[config.mk]
export PLATFORM = sky130hd
export DESIGN_NAME = i2c_master_register_transfer
export DESIGN_NICKNAME = d
export VERILOG_FILES = /design/src/rtl/i2cmrt_pkg.sv /design/src/rtl/i2c_master_register_transfer.sv
export VERILOG_INCLUDE_DIRS = /design/src /design/src/rtl
export SDC_FILE = /design/constraint.sdc
export NUM_CORES = 1
export LEC_CHECK = 0
export BUFFER_PORTS_ARGS = -buffer_cell sky130_fd_sc_hd__buf_2
export CAP_MARGIN = 20
export CORE_ASPECT_RATIO = 0.8
export CORE_UTILIZATION = 40
export DETAILED_ROUTE_END_ITERATION = 8
export PLACE_DENSITY = 0.62
export REMOVE_ABC_BUFFERS = 1
export SLEW_MARGIN = 20
export SYNTH_ARGS = -nofsm -noshare
export SYNTH_HDL_FRONTEND = slang
export SYNTH_SLANG_ARGS = --single-unit
[constraint.sdc]
create_clock -name clk -period 7.3 [get_ports clk]
set_clock_uncertainty 0.2 [all_clocks]
set_input_delay 0 -clock clk [delete_from_list [all_inputs] [get_ports clk]]
set_output_delay 0 -clock clk [all_outputs]
set_load 0.05 [all_outputs]
[src/rtl/i2c_master_register_transfer_macros.svh]
// Assertion macros shared by the RTL of the I2C register transfer master.
// No dependencies; included by the modules that carry assertions.
`ifndef I2C_MASTER_REGISTER_TRANSFER_MACROS_SVH
`define I2C_MASTER_REGISTER_TRANSFER_MACROS_SVH

// Same-cycle implication, checked outside reset.
`define I2CMRT_ASSERT_NOW(label, clk, rst_n, ante, cons, msg) \
    label: assert property (@(posedge clk) disable iff (!rst_n) (ante) |-> (cons)) \
        else $error(msg);

// Next-cycle implication, checked outside reset.
`define I2CMRT_ASSERT_NEXT(label, clk, rst_n, ante, cons, msg) \
    label: assert property (@(posedge clk) disable iff (!rst_n) (ante) |=> (cons)) \
        else $error(msg);

`endif

[src/rtl/i2cmrt_pkg.sv]
// Types and constants for the I2C register transfer master.
// No dependencies; imported by i2c_master_register_transfer.
package i2cmrt_pkg;

    typedef enum logic [2:0] {
        PH_IDLE,
        PH_START,
        PH_TXBIT,
        PH_TXPRE,
        PH_TXACK,
        PH_RXBIT,
        PH_RXACK,
        PH_STOP
    } phase_t;

    typedef enum logic [1:0] {
        ST_ADDRW,
        ST_REG,
        ST_ADDRR,
        ST_DATA
    } stage_t;

    localparam logic [1:0] ACT_TICK  = 2'd0;
    localparam logic [1:0] ACT_LOAD  = 2'd1;
    localparam logic [1:0] ACT_WRITE = 2'd2;
    localparam logic [1:0] ACT_READ  = 2'd3;

    localparam int          BYTE_INDEX_W   = 3;
    localparam int          LEN_W          = 4;
    localparam logic [6:0]  DEV_ADDR_RESET = 7'h27;

endpackage

[src/rtl/i2c_master_register_transfer.sv]
// I2C register transfer master: bus sequencer, write buffer and result register.
// Depends on i2cmrt_pkg and i2c_master_register_transfer_macros.svh.
//
// Each input beat is one bus time quantum (tick) and yields exactly one output beat
// with the SCL/SDA levels and status for that tick. An accepted beat is processed in
// the cycle it is taken and its result sits in the output register from the next
// cycle, so one beat per clock is sustained; the slave side stalls only while that
// register is full and the downstream side does not take it. Start actions begin a
// write (address, register, buffered data, stop) or a read (address, register,
// repeated start, address with read bit, received bytes, stop); a NACK from the
// target aborts to stop and flags nack_error on the final stop tick. Load actions
// fill the write buffer and may be issued at any time. The user must write the device
// address register via cfg_wr_en/cfg_wr_data only while no transfer runs; unchecked.
`include "i2c_master_register_transfer_macros.svh"

module i2c_master_register_transfer
    import i2cmrt_pkg::*;
#(
    parameter int MAX_LEN = 8
)
(
    input  logic        clk,
    input  logic        rst_n,

    input  logic        cfg_wr_en,
    input  logic [6:0]  cfg_wr_data,   // device_address

    input  logic        s_tvalid,
    output logic        s_tready,
    // [7:0] register_address, [11:8] transfer_length, [19:12] write_byte,
    // [22:20] byte_index, [23] sda_sample
    input  logic [23:0] s_tdata,
    input  logic [1:0]  s_tuser,       // action

    output logic        m_tvalid,
    input  logic        m_tready,
    // [0] scl_level, [1] sda_level, [2] sda_drive, [3] busy_res,
    // [11:4] read_data, [12] done_res, [13] nack_error, [15:14] zero
    output logic [15:0] m_tdata,
    output logic        m_tuser,       // read_valid
    output logic        m_tlast        // read_last
);

    localparam int BUF_SLOTS = 1 << BYTE_INDEX_W;
    localparam int BUF_DEPTH = (MAX_LEN < BUF_SLOTS) ? MAX_LEN : BUF_SLOTS;
    localparam int IDX_W     = (BUF_DEPTH > 1) ? $clog2(BUF_DEPTH) : 1;
    localparam int LEN_MAX   = (1 << LEN_W) - 1;
    localparam int LEN_CAP   = (MAX_LEN < LEN_MAX) ? MAX_LEN : LEN_MAX;

    // Input beat fields.
    logic [1:0]              action;
    logic [7:0]              reg_addr_in;
    logic [LEN_W-1:0]        len_in;
    logic [7:0]              wbyte_in;
    logic [BYTE_INDEX_W-1:0] widx_in;
    logic                    sda_in;

    assign action      = s_tuser;
    assign reg_addr_in = s_tdata[7:0];
    assign len_in      = s_tdata[11:8];
    assign wbyte_in    = s_tdata[19:12];
    assign widx_in     = s_tdata[22:20];
    assign sda_in      = s_tdata[23];

    // Sequencer state.
    phase_t           phase_reg, phase_next;
    stage_t           stage_reg, stage_next;
    logic [3:0]       bit_reg, bit_next;
    logic [LEN_W-1:0] bc_reg, bc_next;
    logic [7:0]       shift_reg, shift_next;
    logic             is_read_reg, is_read_next;
    logic [LEN_W-1:0] rem_reg, rem_next;
    logic [7:0]       treg_reg, treg_next;
    logic             abort_reg, abort_next;
    logic [6:0]       dev_reg;
    logic [7:0]       wbuf_reg [BUF_DEPTH];

    // Output register.
    logic             out_valid_reg;
    logic [15:0]      out_data_reg;
    logic             out_user_reg;
    logic             out_last_reg;

    logic in_fire;
    logic start_now;
    logic load_hit;

    phase_t     cur_phase;
    stage_t     cur_stage;
    logic [3:0] cur_bit;

    logic [LEN_W-1:0] data_idx;
    logic [7:0]       data_byte;
    logic [7:0]       addr_w_byte;
    logic [7:0]       addr_r_byte;
    logic [LEN_W:0]   bc_inc;
    logic             rx_last;
    logic [LEN_W-1:0] len_sat;

    logic       scl_c, sda_c, drv_c, busy_c, rv_c, rl_c, done_c, nerr_c;
    logic [7:0] rd_c;

    assign s_tready  = !out_valid_reg || m_tready;
    assign in_fire   = s_tvalid && s_tready;
    assign start_now = (phase_reg == PH_IDLE) && (action == ACT_WRITE || action == ACT_READ);
    assign load_hit  = (action == ACT_LOAD) && ({1'b0, widx_in} < LEN_W'(BUF_DEPTH));

    assign cur_phase = start_now ? PH_START : phase_reg;
    assign cur_stage = start_now ? ST_ADDRW : stage_reg;
    assign cur_bit   = start_now ? 4'd0 : bit_reg;

    assign addr_w_byte = {dev_reg, 1'b0};
    assign addr_r_byte = {dev_reg, 1'b1};
    assign bc_inc      = {1'b0, bc_reg} + 1'b1;
    assign rx_last     = bc_inc >= {1'b0, rem_reg};
    assign len_sat     = (len_in > LEN_W'(LEN_CAP)) ? LEN_W'(LEN_CAP) : len_in;

    // The first data byte follows the register byte; later ones follow the previous
    // data byte. A load to the same slot in this beat is seen by the read.
    assign data_idx = (stage_reg == ST_DATA) ? bc_inc[LEN_W-1:0] : '0;

    always_comb
    begin
        data_byte = 8'h00;
        if (data_idx < LEN_W'(BUF_DEPTH))
        begin
            if (load_hit && ({1'b0, widx_in} == data_idx))
                data_byte = wbyte_in;
            else
                data_byte = wbuf_reg[data_idx[IDX_W-1:0]];
        end
    end

    // Next-state logic.
    always_comb
    begin
        phase_next   = phase_reg;
        stage_next   = stage_reg;
        bit_next     = bit_reg;
        bc_next      = bc_reg;
        shift_next   = shift_reg;
        is_read_next = is_read_reg;
        rem_next     = rem_reg;
        treg_next    = treg_reg;
        abort_next   = abort_reg;

        if (start_now)
        begin
            is_read_next = (action == ACT_READ);
            treg_next    = reg_addr_in;
            rem_next     = len_sat;
            bc_next      = '0;
            shift_next   = 8'h00;
            stage_next   = ST_ADDRW;
            abort_next   = 1'b0;
        end

        case (cur_phase)
            PH_START:
            begin
                if (cur_bit >= 4'd3)
                begin
                    shift_next = (cur_stage == ST_ADDRR) ? addr_r_byte : addr_w_byte;
                    phase_next = PH_TXBIT;
                    bit_next   = 4'd0;
                end
                else
                begin
                    phase_next = PH_START;
                    bit_next   = cur_bit + 4'd1;
                end
            end
            PH_TXBIT:
            begin
                if (cur_bit == 4'd15)
                begin
                    phase_next = PH_TXPRE;
                    bit_next   = 4'd0;
                end
                else
                    bit_next = cur_bit + 4'd1;
            end
            PH_TXPRE:
            begin
                phase_next = PH_TXACK;
                bit_next   = 4'd0;
            end
            PH_TXACK:
            begin
                bit_next = 4'd0;
                if (sda_in)
                begin
                    abort_next = 1'b1;
                    phase_next = PH_STOP;
                end
                else
                begin
                    case (stage_reg)
                        ST_ADDRW:
                        begin
                            stage_next = ST_REG;
                            shift_next = treg_reg;
                            phase_next = PH_TXBIT;
                        end
                        ST_REG:
                        begin
                            if (is_read_reg)
                            begin
                                stage_next = ST_ADDRR;
                                phase_next = PH_START;
                            end
                            else if (rem_reg == '0)
                                phase_next = PH_STOP;
                            else
                            begin
                                bc_next    = '0;
                                stage_next = ST_DATA;
                                shift_next = data_byte;
                                phase_next = PH_TXBIT;
                            end
                        end
                        ST_ADDRR:
                        begin
                            if (rem_reg == '0)
                                phase_next = PH_STOP;
                            else
                            begin
                                bc_next    = '0;
                                shift_next = 8'h00;
                                phase_next = PH_RXBIT;
                            end
                        end
                        default:
                        begin
                            bc_next = bc_inc[LEN_W-1:0];
                            if (bc_inc >= {1'b0, rem_reg})
                                phase_next = PH_STOP;
                            else
                            begin
                                shift_next = data_byte;
                                phase_next = PH_TXBIT;
                            end
                        end
                    endcase
                end
            end
            PH_RXBIT:
            begin
                // SDA is sampled on the high half of each received bit.
                if (!cur_bit[0])
                    shift_next = {shift_reg[6:0], sda_in};
                if (cur_bit == 4'd15)
                begin
                    phase_next = PH_RXACK;
                    bit_next   = 4'd0;
                end
                else
                    bit_next = cur_bit + 4'd1;
            end
            PH_RXACK:
            begin
                if (cur_bit >= 4'd2)
                begin
                    bc_next  = bc_inc[LEN_W-1:0];
                    bit_next = 4'd0;
                    if (rx_last)
                        phase_next = PH_STOP;
                    else
                    begin
                        shift_next = 8'h00;
                        phase_next = PH_RXBIT;
                    end
                end
                else
                    bit_next = cur_bit + 4'd1;
            end
            PH_STOP:
            begin
                if (cur_bit >= 4'd3)
                begin
                    abort_next = 1'b0;
                    phase_next = PH_IDLE;
                    bit_next   = 4'd0;
                end
                else
                    bit_next = cur_bit + 4'd1;
            end
            default:
            begin
                phase_next = PH_IDLE;
                bit_next   = 4'd0;
            end
        endcase
    end

    // Pin levels and status for this tick.
    always_comb
    begin
        scl_c  = 1'b1;
        sda_c  = 1'b0;
        drv_c  = 1'b0;
        busy_c = 1'b1;
        rv_c   = 1'b0;
        rd_c   = 8'h00;
        rl_c   = 1'b0;
        done_c = 1'b0;
        nerr_c = 1'b0;

        case (cur_phase)
            PH_START:
            begin
                drv_c = 1'b1;
                case (cur_bit)
                    4'd0:
                    begin
                        // A repeated start begins with SCL low.
                        scl_c = (cur_stage != ST_ADDRR);
                        sda_c = 1'b1;
                    end
                    4'd1:
                    begin
                        scl_c = 1'b1;
                        sda_c = 1'b1;
                    end
                    4'd2:
                    begin
                        scl_c = 1'b1;
                        sda_c = 1'b0;
                    end
                    default:
                    begin
                        scl_c = 1'b0;
                        sda_c = 1'b0;
                    end
                endcase
            end
            PH_TXBIT:
            begin
                drv_c = 1'b1;
                scl_c = !cur_bit[0];
                sda_c = shift_reg[3'd7 - cur_bit[3:1]];
            end
            PH_TXPRE:
            begin
                drv_c = 1'b1;
                scl_c = 1'b0;
                sda_c = 1'b1;
            end
            PH_TXACK:
                scl_c = 1'b1;
            PH_RXBIT:
                scl_c = !cur_bit[0];
            PH_RXACK:
            begin
                drv_c = 1'b1;
                sda_c = rx_last;
                scl_c = (cur_bit == 4'd1);
                if (cur_bit >= 4'd2)
                begin
                    rv_c = 1'b1;
                    rd_c = shift_reg;
                    rl_c = rx_last;
                end
            end
            PH_STOP:
            begin
                drv_c = 1'b1;
                scl_c = (cur_bit >= 4'd2);
                sda_c = (cur_bit == 4'd0) || (cur_bit >= 4'd3);
                if (cur_bit >= 4'd3)
                begin
                    done_c = 1'b1;
                    nerr_c = abort_reg;
                end
            end
            default:
                busy_c = 1'b0;
        endcase
    end

    always_ff @(posedge clk or negedge rst_n)
    begin
        if (!rst_n)
        begin
            phase_reg   <= PH_IDLE;
            stage_reg   <= ST_ADDRW;
            bit_reg     <= 4'd0;
            bc_reg      <= '0;
            shift_reg   <= 8'h00;
            is_read_reg <= 1'b0;
            rem_reg     <= '0;
            treg_reg    <= 8'h00;
            abort_reg   <= 1'b0;
        end
        else if (in_fire)
        begin
            phase_reg   <= phase_next;
            stage_reg   <= stage_next;
            bit_reg     <= bit_next;
            bc_reg      <= bc_next;
            shift_reg   <= shift_next;
            is_read_reg <= is_read_next;
            rem_reg     <= rem_next;
            treg_reg    <= treg_next;
            abort_reg   <= abort_next;
        end
    end

    always_ff @(posedge clk or negedge rst_n)
    begin
        if (!rst_n)
            dev_reg <= DEV_ADDR_RESET;
        else if (cfg_wr_en)
            dev_reg <= cfg_wr_data;
    end

    always_ff @(posedge clk)
    begin
        if (in_fire && load_hit)
            wbuf_reg[widx_in[IDX_W-1:0]] <= wbyte_in;
    end

    always_ff @(posedge clk or negedge rst_n)
    begin
        if (!rst_n)
            out_valid_reg <= 1'b0;
        else if (in_fire)
            out_valid_reg <= 1'b1;
        else if (m_tready)
            out_valid_reg <= 1'b0;
    end

    always_ff @(posedge clk)
    begin
        if (in_fire)
        begin
            out_data_reg <= {2'b00, nerr_c, done_c, rd_c, busy_c, drv_c, sda_c, scl_c};
            out_user_reg <= rv_c;
            out_last_reg <= rl_c;
        end
    end

    assign m_tvalid = out_valid_reg;
    assign m_tdata  = out_data_reg;
    assign m_tuser  = out_user_reg;
    assign m_tlast  = out_last_reg;

    `I2CMRT_ASSERT_NOW(a_idle_clean, clk, rst_n, phase_reg == PH_IDLE, (bit_reg == 4'd0) && !abort_reg, "idle phase with live counter or abort flag")
    `I2CMRT_ASSERT_NEXT(a_done_to_idle, clk, rst_n, in_fire && done_c, phase_reg == PH_IDLE, "stop tick did not return to idle")
    `I2CMRT_ASSERT_NOW(a_nack_with_done, clk, rst_n, m_tvalid && m_tdata[13], m_tdata[12] && m_tdata[3], "nack error flagged outside the final stop tick")
    `I2CMRT_ASSERT_NOW(a_rx_count, clk, rst_n, phase_reg == PH_RXBIT || phase_reg == PH_RXACK, bc_reg < rem_reg, "receive byte count beyond transfer length")
    `I2CMRT_ASSERT_NOW(a_stall, clk, rst_n, m_tvalid && !m_tready, !s_tready, "beat accepted while result register is stalled")

endmodule
======== Yosys cells after proc, flatten, opt, wreduce, memory -nomap -nowiden ========
Memory sizes are Yosys's and may differ from the RTL's.
Cells that the tools add are included.
W data, S select, Z words.
word-level totals
  input bits .............................. 38
  RAM bits ................................ 64
  latch bits .............................. 0
  memories ................................ 1
  word-level logic and storage cells ...... 141
  bits in read-only memories .............. 0
  register bits after elaboration ......... 59
  output and inout port bits .............. 20
operators by class
  reductions and logical operators ........ 24
  shift-type cells ........................ 0
  bitwise operators ....................... 0
  $lt $le $gt $ge ......................... 6
  multiplexer cells ....................... 67
  multiply operators ...................... 0
  add/sub/neg operators ................... 3
  equality and inequality tests ........... 23
  divide/modulo/power cells ............... 0
memory list
  memory    depth  width  read ports  clocked after Yosys merged registers in  write ports  RTL line                            RTL
  wbuf_reg  8      8      1           0                                        1            i2c_master_register_transfer.sv:76  logic [7:0] wbuf_reg [BUF_DEPTH];
operators with widths
  cell                   count
  $mux W8                12
  $mux W4                11
  $pmux W8 S4            1
  $mux W3                9
  $pmux W4 S3            2
  $pmux W8 S3            1
  $pmux W3 S7            1
  $mux W2                8
  $mux W1                14
  $eq A3 B3 Y1 const B   4
  $eq A2 B2 Y1 const B   5
  $ne A2 B2 Y1 const B   5
  $pmux W1 S5            2
  $pmux W3 S3            1
  $ge A4 B2 Y1 const B   2
  $logic_not A4 Y1       2
  $pmux W4 S2            1
  $reduce_or A2 Y1       4
  $reduce_or A7 Y1       1
  $eq A3 B2 Y1 const B   2
  $reduce_and A2 Y1      3
  $add A4 B1 Y5 const B  1
  $ge A5 B4 Y1           1
  $reduce_and A5 Y1      1
  21 further kinds       29

======== Depth between registers and ports, before layout ========
Gate-level depths: netlist of run 1.
  word-level depth ........................ 11
  depth in mapped cells ................... 15
  mapped depth without buffers ............ 11

======== Worst setup path after synthesis of run 1 ========
Ideal clock, no wire load.
  path type ............................... register -> register
  from .................................... reg phase_reg[2]
  to ...................................... reg shift_reg[3]
  clock period less this slack ............ 3.344 ns
  path slack .............................. 3.956 ns
  arrival time ............................ 3.018 ns
  buffers on the path ..................... 4
  stages on the path, launching flop included .. 14
  required time ........................... 6.974 ns
  cell sequence ........................... dfrtp_1 > buf_6 > or4b_4 > buf_6 > nand2_1 > buf_2 > inv_1 > ha_1 > clkbuf_1 > nor3_1 > nor3_1 > a221oi_1 > o21ai_0 > o32a_1
between the ends
  longest elaborated chain between the ends .. 8
  elaborated cells between the ends (all ways) .. 22
ends and longest elaborated chain
  element                 RTL line                             RTL
  from (decl)             i2c_master_register_transfer.sv:66   phase_t phase_reg, phase_next;
  from (signal assigned)  i2c_master_register_transfer.sv:397  phase_reg <= phase_next;
  $logic_not A3 Y1        i2c_master_register_transfer.sv:105  assign start_now = (phase_reg == PH_IDLE) && (action == ACT_WRITE || action == ACT_READ);
  $logic_and A1 B1 Y1     i2c_master_register_transfer.sv:105
  $mux W8                 i2c_master_register_transfer.sv:147  if (start_now)
  $mux W8                 i2c_master_register_transfer.sv:212  else if (rem_reg == '0)
  $mux W8                 i2c_master_register_transfer.sv:207  if (is_read_reg)
  $pmux W8 S3             i2c_master_register_transfer.sv:198  case (stage_reg)
  $mux W8                 i2c_master_register_transfer.sv:191  if (sda_in)
  $pmux W8 S4 *           i2c_master_register_transfer.sv:158  case (cur_phase)
  to (signal assigned)    i2c_master_register_transfer.sv:401  shift_reg <= shift_next;
  to (decl)               i2c_master_register_transfer.sv:70   logic [7:0] shift_reg, shift_next;
Mark *: on every way between the ends. The rest lies on a longest branch, timed or not.
A chain may end at the register's enable or synchronous reset.

======== Worst setup path in the final report of run 1 ========
  from .................................... reg phase_reg[0]
  to ...................................... reg shift_reg[7]
Same word-level chain as after synthesis.

==> results of run 1 <==
[synthesized netlist by cell type (5+ instances only)]
master     count
o22ai_1       12
a21oi_1       50
a211o_1        7
edfxtp_1      80
nand2b_1      24
mux2_2        14
o21ai_0       38
a22o_1         6
o221ai_1       6
a211oi_1      12
ha_1           9
nand2_1       77
nor2b_1       14
nand3b_1       5
and2_1        13
nor3_1        16
o31ai_1       14
inv_1         17
or3_1         13
clkbuf_1      29
nor2_1        42
a31oi_1        9
o2111ai_1      5
or2_2          7
mux2i_1       15
buf_2          6
dfrtp_1       39
o211ai_1      10
nand3_1        8
[worst min-delay path, stage by stage]
cell and delay, ns:
buf_2 0.14, nand2_1 0.13, nor2_1 0.19
[metal layers]
layer,wire length [um],GRT usage,vias up
met5,0,0,-
met4,336,0.0754,0
met3,1460,0.0564,38
met2,8080,0.315,250
met1,8600,0.313,2802
li1,-,-,2683
[kinds of logic after synthesis]
kind of cell    synth area share
fa+ha+maj                 0.0166
xor+xnor                 0.00257
flops                      0.512
other cells             0.000551
compound gates             0.206
mux                       0.0485
buf+inv                   0.0382
simple gates               0.175
[where the power goes]
| part | switching (uW) | total, uW | internal [uW] | leakage (uW) |
|---|---|---|---|---|
| logic | 652 | 1090 | 434 | 0.00154 |
| registers | 216 | 1060 | 846 | 0.00125 |
| clock network | 335 | 851 | 516 | 0.000284 |
| total | 1200 | 3000 | 1800 | 0.00308 |
[cell type report]
class                   count  area (um2)  share of cell area
inverters                  17        63.8             0.00774
repair buffers            103         748              0.0908
multi-input cells         490        3070               0.373
clock inverters            14         158              0.0191
flip-flops and latches    123        3480               0.423
well taps                 220         275              0.0334
clock buffers              18         439              0.0533
[stage by stage]
stage / area (um2) / hold WS (ns) / total power (uW) / std cells
4_1_cts: 8230 / 0.0500 / 2970 / 984
2_1_floorplan: 6610 / -0.496 / 1760 / 630
3_3_place_gp: 7200 / -0.00859 / 2070 / 909
3_5_place_dp: 7200 / -0.00192 / 2100 / 909
6_report: 8240 / 0.0464 / 3000 / 985
5_1_grt: 8240 / 0.0564 / 3160 / 985
[final timing paths]
| check | start | endpoint | slack [ns] | cells after the start |
|---|---|---|---|---|
| max | phase_reg[0] | shift_reg[7] | 2.93 | 10 |
| min | s_tdata[20] | wbuf_reg[7][7] | 0.05 | 3 |
| max reg2reg | phase_reg[0] | shift_reg[7] | 2.93 | 10 |
| min reg2reg | treg_reg[6] | treg_reg[6] | 0.29 | 2 |
| max in group asynchronous | rst_n | bc_reg[0] | 5.99 | 3 |
| min in group asynchronous | rst_n | shift_reg[1] | 0.46 | 3 |
==> flow_metrics.tcl, run 1 <==
set metrics [dict create \
    synth_ff_type "edfxtp_1" \
    min-delay-path-class "in2reg" \
    setup_ws_ns 2.93 \
    grt_overflow 0 \
    crit_type "reg2reg" \
    grt_max_degree 59 \
    fp-row-count 42 \
    ctsLongestPathBuffers 2 \
    cts_htree_levels 4 \
    vias_per_cell 5.86 \
    io_buffers 55 \
    cts_tree "yes" \
    ys_seq_elements 123 \
    synth_edf_count 80 \
    numCtsBuffers 17 \
    ys_seq_area_frac 0.512 \
    dieArea_um2 17500 \
    gp_congestion 0.907 \
    drt.antenna.violating_nets 0 \
    tns_ns 0 \
    ctsHoldBuffers 43 \
    crit_buf_inv 1 \
    max-vdd-ir-drop_mv 0.231 \
    core-area_um2 16600 \
    synth_warnings 0 \
    ctsRootBufferMaster "clkbuf_16" \
    hold_viol 0 \
    cp-end-kind "flip-flop" \
    clk_pin_slew_ns 0.06 \
    drive_gt1_frac 0.171 \
    drv_cap 0 \
    status "finished, final reports clean" \
    maxSlewViolCount 0 \
    avgSynthCellArea_um2 10.1 \
    cp_top_family "simple AND/OR/NAND/NOR gates" \
    worst_pin_slew_ns 1.04 \
    syn-cell-area_um2 6800 \
    largest_reg_flops 64 \
    fmax_mhz 229 \
    fin_crit_sh 0.598 \
    grt_pass1_vias 5420 \
    final_cell_mix "edfxtp_1, nand2_1, buf_2" \
    yosysTopAreaCell "edfxtp_1" \
    dp_slack_ns 3.02 \
    firstDrtPassIters 5 \
    synth_area_leaders "edfxtp_1, dfrtp_1, nand2_1" \
    setup_viol 0 \
    cts.sinks 123 \
    drtIter0Drc 679 \
    grtUsageTotal 0.218 \
    slew_headroom 0.302 \
    p_per_area_nw_per_um2 364 \
    min_period_ns 4.37 \
    wire_per_inst_um 18.8 \
    via_count 5773 \
    mostFrequentLayoutCell "edfxtp_1" \
    crit_arrival_ns 4.48 \
    hpwlAfterDp_um 12700 \
    areaGrowthSynthToFinish_pct 21.1 \
    synth-async-reset-ratio 0.350 \
    fp.dieW_um 148 \
    cp_cell_sequence "or4b_4 > nand2_1 > inv_1 > ha_1 > nor3_1 > nor3_1 > a222oi_1 > o21ai_0 > a311oi_1 > o2bb2ai_1" \
    final_nets 799 \
    rsz0062_at_grt "false" \
    path_common_cell "nor3_1" \
    antenna_found_initial 0 \
    routed_wl_um 18500 \
    grt_pass1_wl_um 29100 \
    start_kind "flip-flop" \
    cp_slowest_cell "or4b_4" \
    crit_fanout 32 \
    synth.distinct_cells 71 \
    cts.repair.resized 0 \
    worstSkewPairLatency_ns 0.44 \
    cts_setup_buffers 0 \
    drc_errors 0 \
    syn-instance-count 673 \
    ios 58 \
    die_h_um 119 \
    crit_required_ns 7.41 \
    num_antenna_cells 0 \
    yosys.area.top_type_share 0.353 \
    fin_util 0.496 \
    slowest_delay_ns 0.87 \
    p_leak_uw 0.00308 \
    nFillCells 1494 \
    initial_core_util 0.410 \
]
Power figures use the tool's default switching activity.
==> run 2, diff against run 1 <==
Settings changed: ABC_AREA set to 1, PLACE_DENSITY 0.62 to 0.64.
Clock period 7.3 ns to 3.8 ns, I/O delays scaled along.
==> run 2 against run 1 <==
Combinational power increased by 45%; sequential power rose by 64%; cell count is 14% higher; core utilization up 2.3 points; first-iteration DRC count down 22%; register-to-register slack got worse by 2.3 ns; sequential share of layout area shrank 0.10 points; area after synthesis down 3.3%; critical path type unchanged.
==> flow_metrics.tcl, run 2 <==
set metrics [dict create \
    status "finished, final reports clean" \
    gp_congestion 0.927 \
    hold_viol 0 \
    numCtsBuffers 17 \
    ys_seq_elements 123 \
    crit_arrival_ns 3.24 \
    max-vdd-ir-drop_mv 0.372 \
    grt_max_degree 44 \
    synth_warnings 0 \
    p_per_area_nw_per_um2 598 \
    slowest_delay_ns 0.53 \
    mostFrequentLayoutCell "nand2_1" \
    crit_required_ns 3.91 \
    multi_input_area_um2 2610 \
    crit_buf_inv 2 \
    ios 58 \
    design_area_um2 8260 \
    num_antenna_cells 0 \
    ys_top_cells_by_count "nand2_1, inv_1, edfxtp_1" \
    yosysTopAreaCell "edfxtp_1" \
    fp.dieW_um 145 \
    largest_reg_flops 64 \
    routed.top_layer "met4" \
    grt_pass1_vias 5202 \
    cp-end-kind "flip-flop" \
    cts.sinks 123 \
    cts_tree "yes" \
    start_kind "flip-flop" \
    crit_fanout 8 \
    dieArea_um2 17000 \
    holdWs_ns 0.116 \
    grt_pass1_wl_um 27100 \
    areaGrowthSynthToFinish_pct 25.6 \
    antenna_found_initial 0 \
    cp_slowest_cell "nor2_1" \
    drc_errors 0 \
    grt_overflow 0 \
    drtIter0Drc 529 \
    synth_ff_type "edfxtp_1" \
    maxSlewViolCount 0 \
    min-delay-path-class "in2reg" \
    firstDrtPassIters 6 \
    drive_gt1_frac 0.151 \
    crit_type "reg2reg" \
    placed_area_um2 7120 \
    grtUsageTotal 0.212 \
    min_period_ns 3.13 \
    core-area_um2 15900 \
    rsz0062_at_grt "false" \
    ctsLongestPathBuffers 2 \
    nFillCells 1497 \
    syn-instance-count 777 \
    initial_core_util 0.414 \
    synth_most_common_cell "nand2_1" \
    p_leak_uw 0.00371 \
    wl_met1_um 8220 \
    ctsRootBufferMaster "clkbuf_16" \
    via_count 5797 \
    worst_pin_slew_ns 0.866 \
    yosys.area.top_type_share 0.365 \
    drv_cap 0 \
    routed_wl_um 17100 \
    setup_viol 0 \
    clk_pin_slew_ns 0.06 \
    tns_ns 0 \
    cts_htree_levels 4 \
    cp_top_family "simple AND/OR/NAND/NOR gates" \
    wire_per_inst_um 15.2 \
    final_cell_mix "nand2_1, inv_1, edfxtp_1" \
    drt.antenna.violating_nets 0 \
    path_common_cell "nand2_1" \
    synth_edf_count 80 \
    die_h_um 117 \
    synth-async-reset-ratio 0.350 \
    r2r_slack_ns 0.67 \
    dr_wl_met3_um 1390 \
    final_nets 944 \
    fin_util 0.519 \
    fp-row-count 41 \
    io_buffers 55 \
    cp_cell_sequence "ha_1 > or2_1 > nand2_1 > inv_1 > ha_1 > inv_1 > a21oi_1 > o21ai_1 > nand2_1 > nor2_1 > nand2_1 > nand2_1 > nand2_1 > nand2_1 > nand2_1 > nand2_1 > nand2_1" \
    syn-cell-area_um2 6580 \
    synth_area_leaders "edfxtp_1, dfrtp_1, nand2_1" \
    hpwlAfterDp_um 11800 \
    wl_met2_um 7290 \
    avgSynthCellArea_um2 8.46 \
    fmax_mhz 320 \
    fin_crit_sh 0.823 \
    synth.distinct_cells 44 \
    regArea_um2 3480 \
    worstSkewPairLatency_ns 0.42 \
    vias_per_cell 5.15 \
    slew_headroom 0.421 \
    cts_setup_buffers 0 \
    ys_seq_area_frac 0.530 \
    power_uw 4940 \
]
## run 2: worst min-delay path, stage by stage
cell and delay, ns:
dlygate4sd3_1 0.51, buf_2 0.09, nand2_1 0.04, o21ai_0 0.06
## run 2: what timing repair did
| action | CTS | global route |
|---|---|---|
| resized for setup | 0 | 0 |
| hold buffers | 54 | 1 |
| endpoints found under the setup margin | 0 | 0 |
| hold endpoints to repair | 174 | 39 |
## run 2: kinds of logic after synthesis
kind of cell,Yosys count,share of synthesized area
compound gates,129,0.108
buf+inv,122,0.0744
flops,123,0.530
other cells,1,0.000570
simple gates,393,0.271
fa+ha+maj,9,0.0171
## run 2: final cells by class
cell class / instances / area share
Inverter: 97 / 0.0447
Sequential cell: 123 / 0.422
Multi-Input combinational cell: 533 / 0.316
Timing Repair Buffer: 125 / 0.114
Clock inverter: 13 / 0.0189
Clock buffer: 19 / 0.0524
Tap cell: 215 / 0.0326
## run 2: stage by stage
step           cells  setup WS (ns)
6_report        1125          0.672
3_3_place_gp    1038          0.882
5_1_grt         1125          0.407
2_1_floorplan    753          0.808
4_1_cts         1124          0.765
3_5_place_dp    1038          0.781
## run 2: worst paths after layout
check,start,end,depth (start not counted)
hold / removal,s_tdata[1],treg_reg[1],4
min in group asynchronous,rst_n,rem_reg[1],3
setup reg to reg,bc_reg[0],shift_reg[4],17
setup / recovery,bc_reg[0],shift_reg[4],17
max in group asynchronous,rst_n,dev_reg[3],3
hold reg to reg,treg_reg[4],treg_reg[4],2
## run 2: layer usage
metal  vias up  track usage
met2       244        0.307
met5         -            0
li1       2863            -
met4         0       0.0688
met1      2673        0.311
met3        17       0.0496
## run 2: power breakdown
part / internal [uW] / switching, uW / total, uW
clock network: 982 / 640 / 1620
logic: 501 / 1080 / 1580
registers: 1620 / 124 / 1740
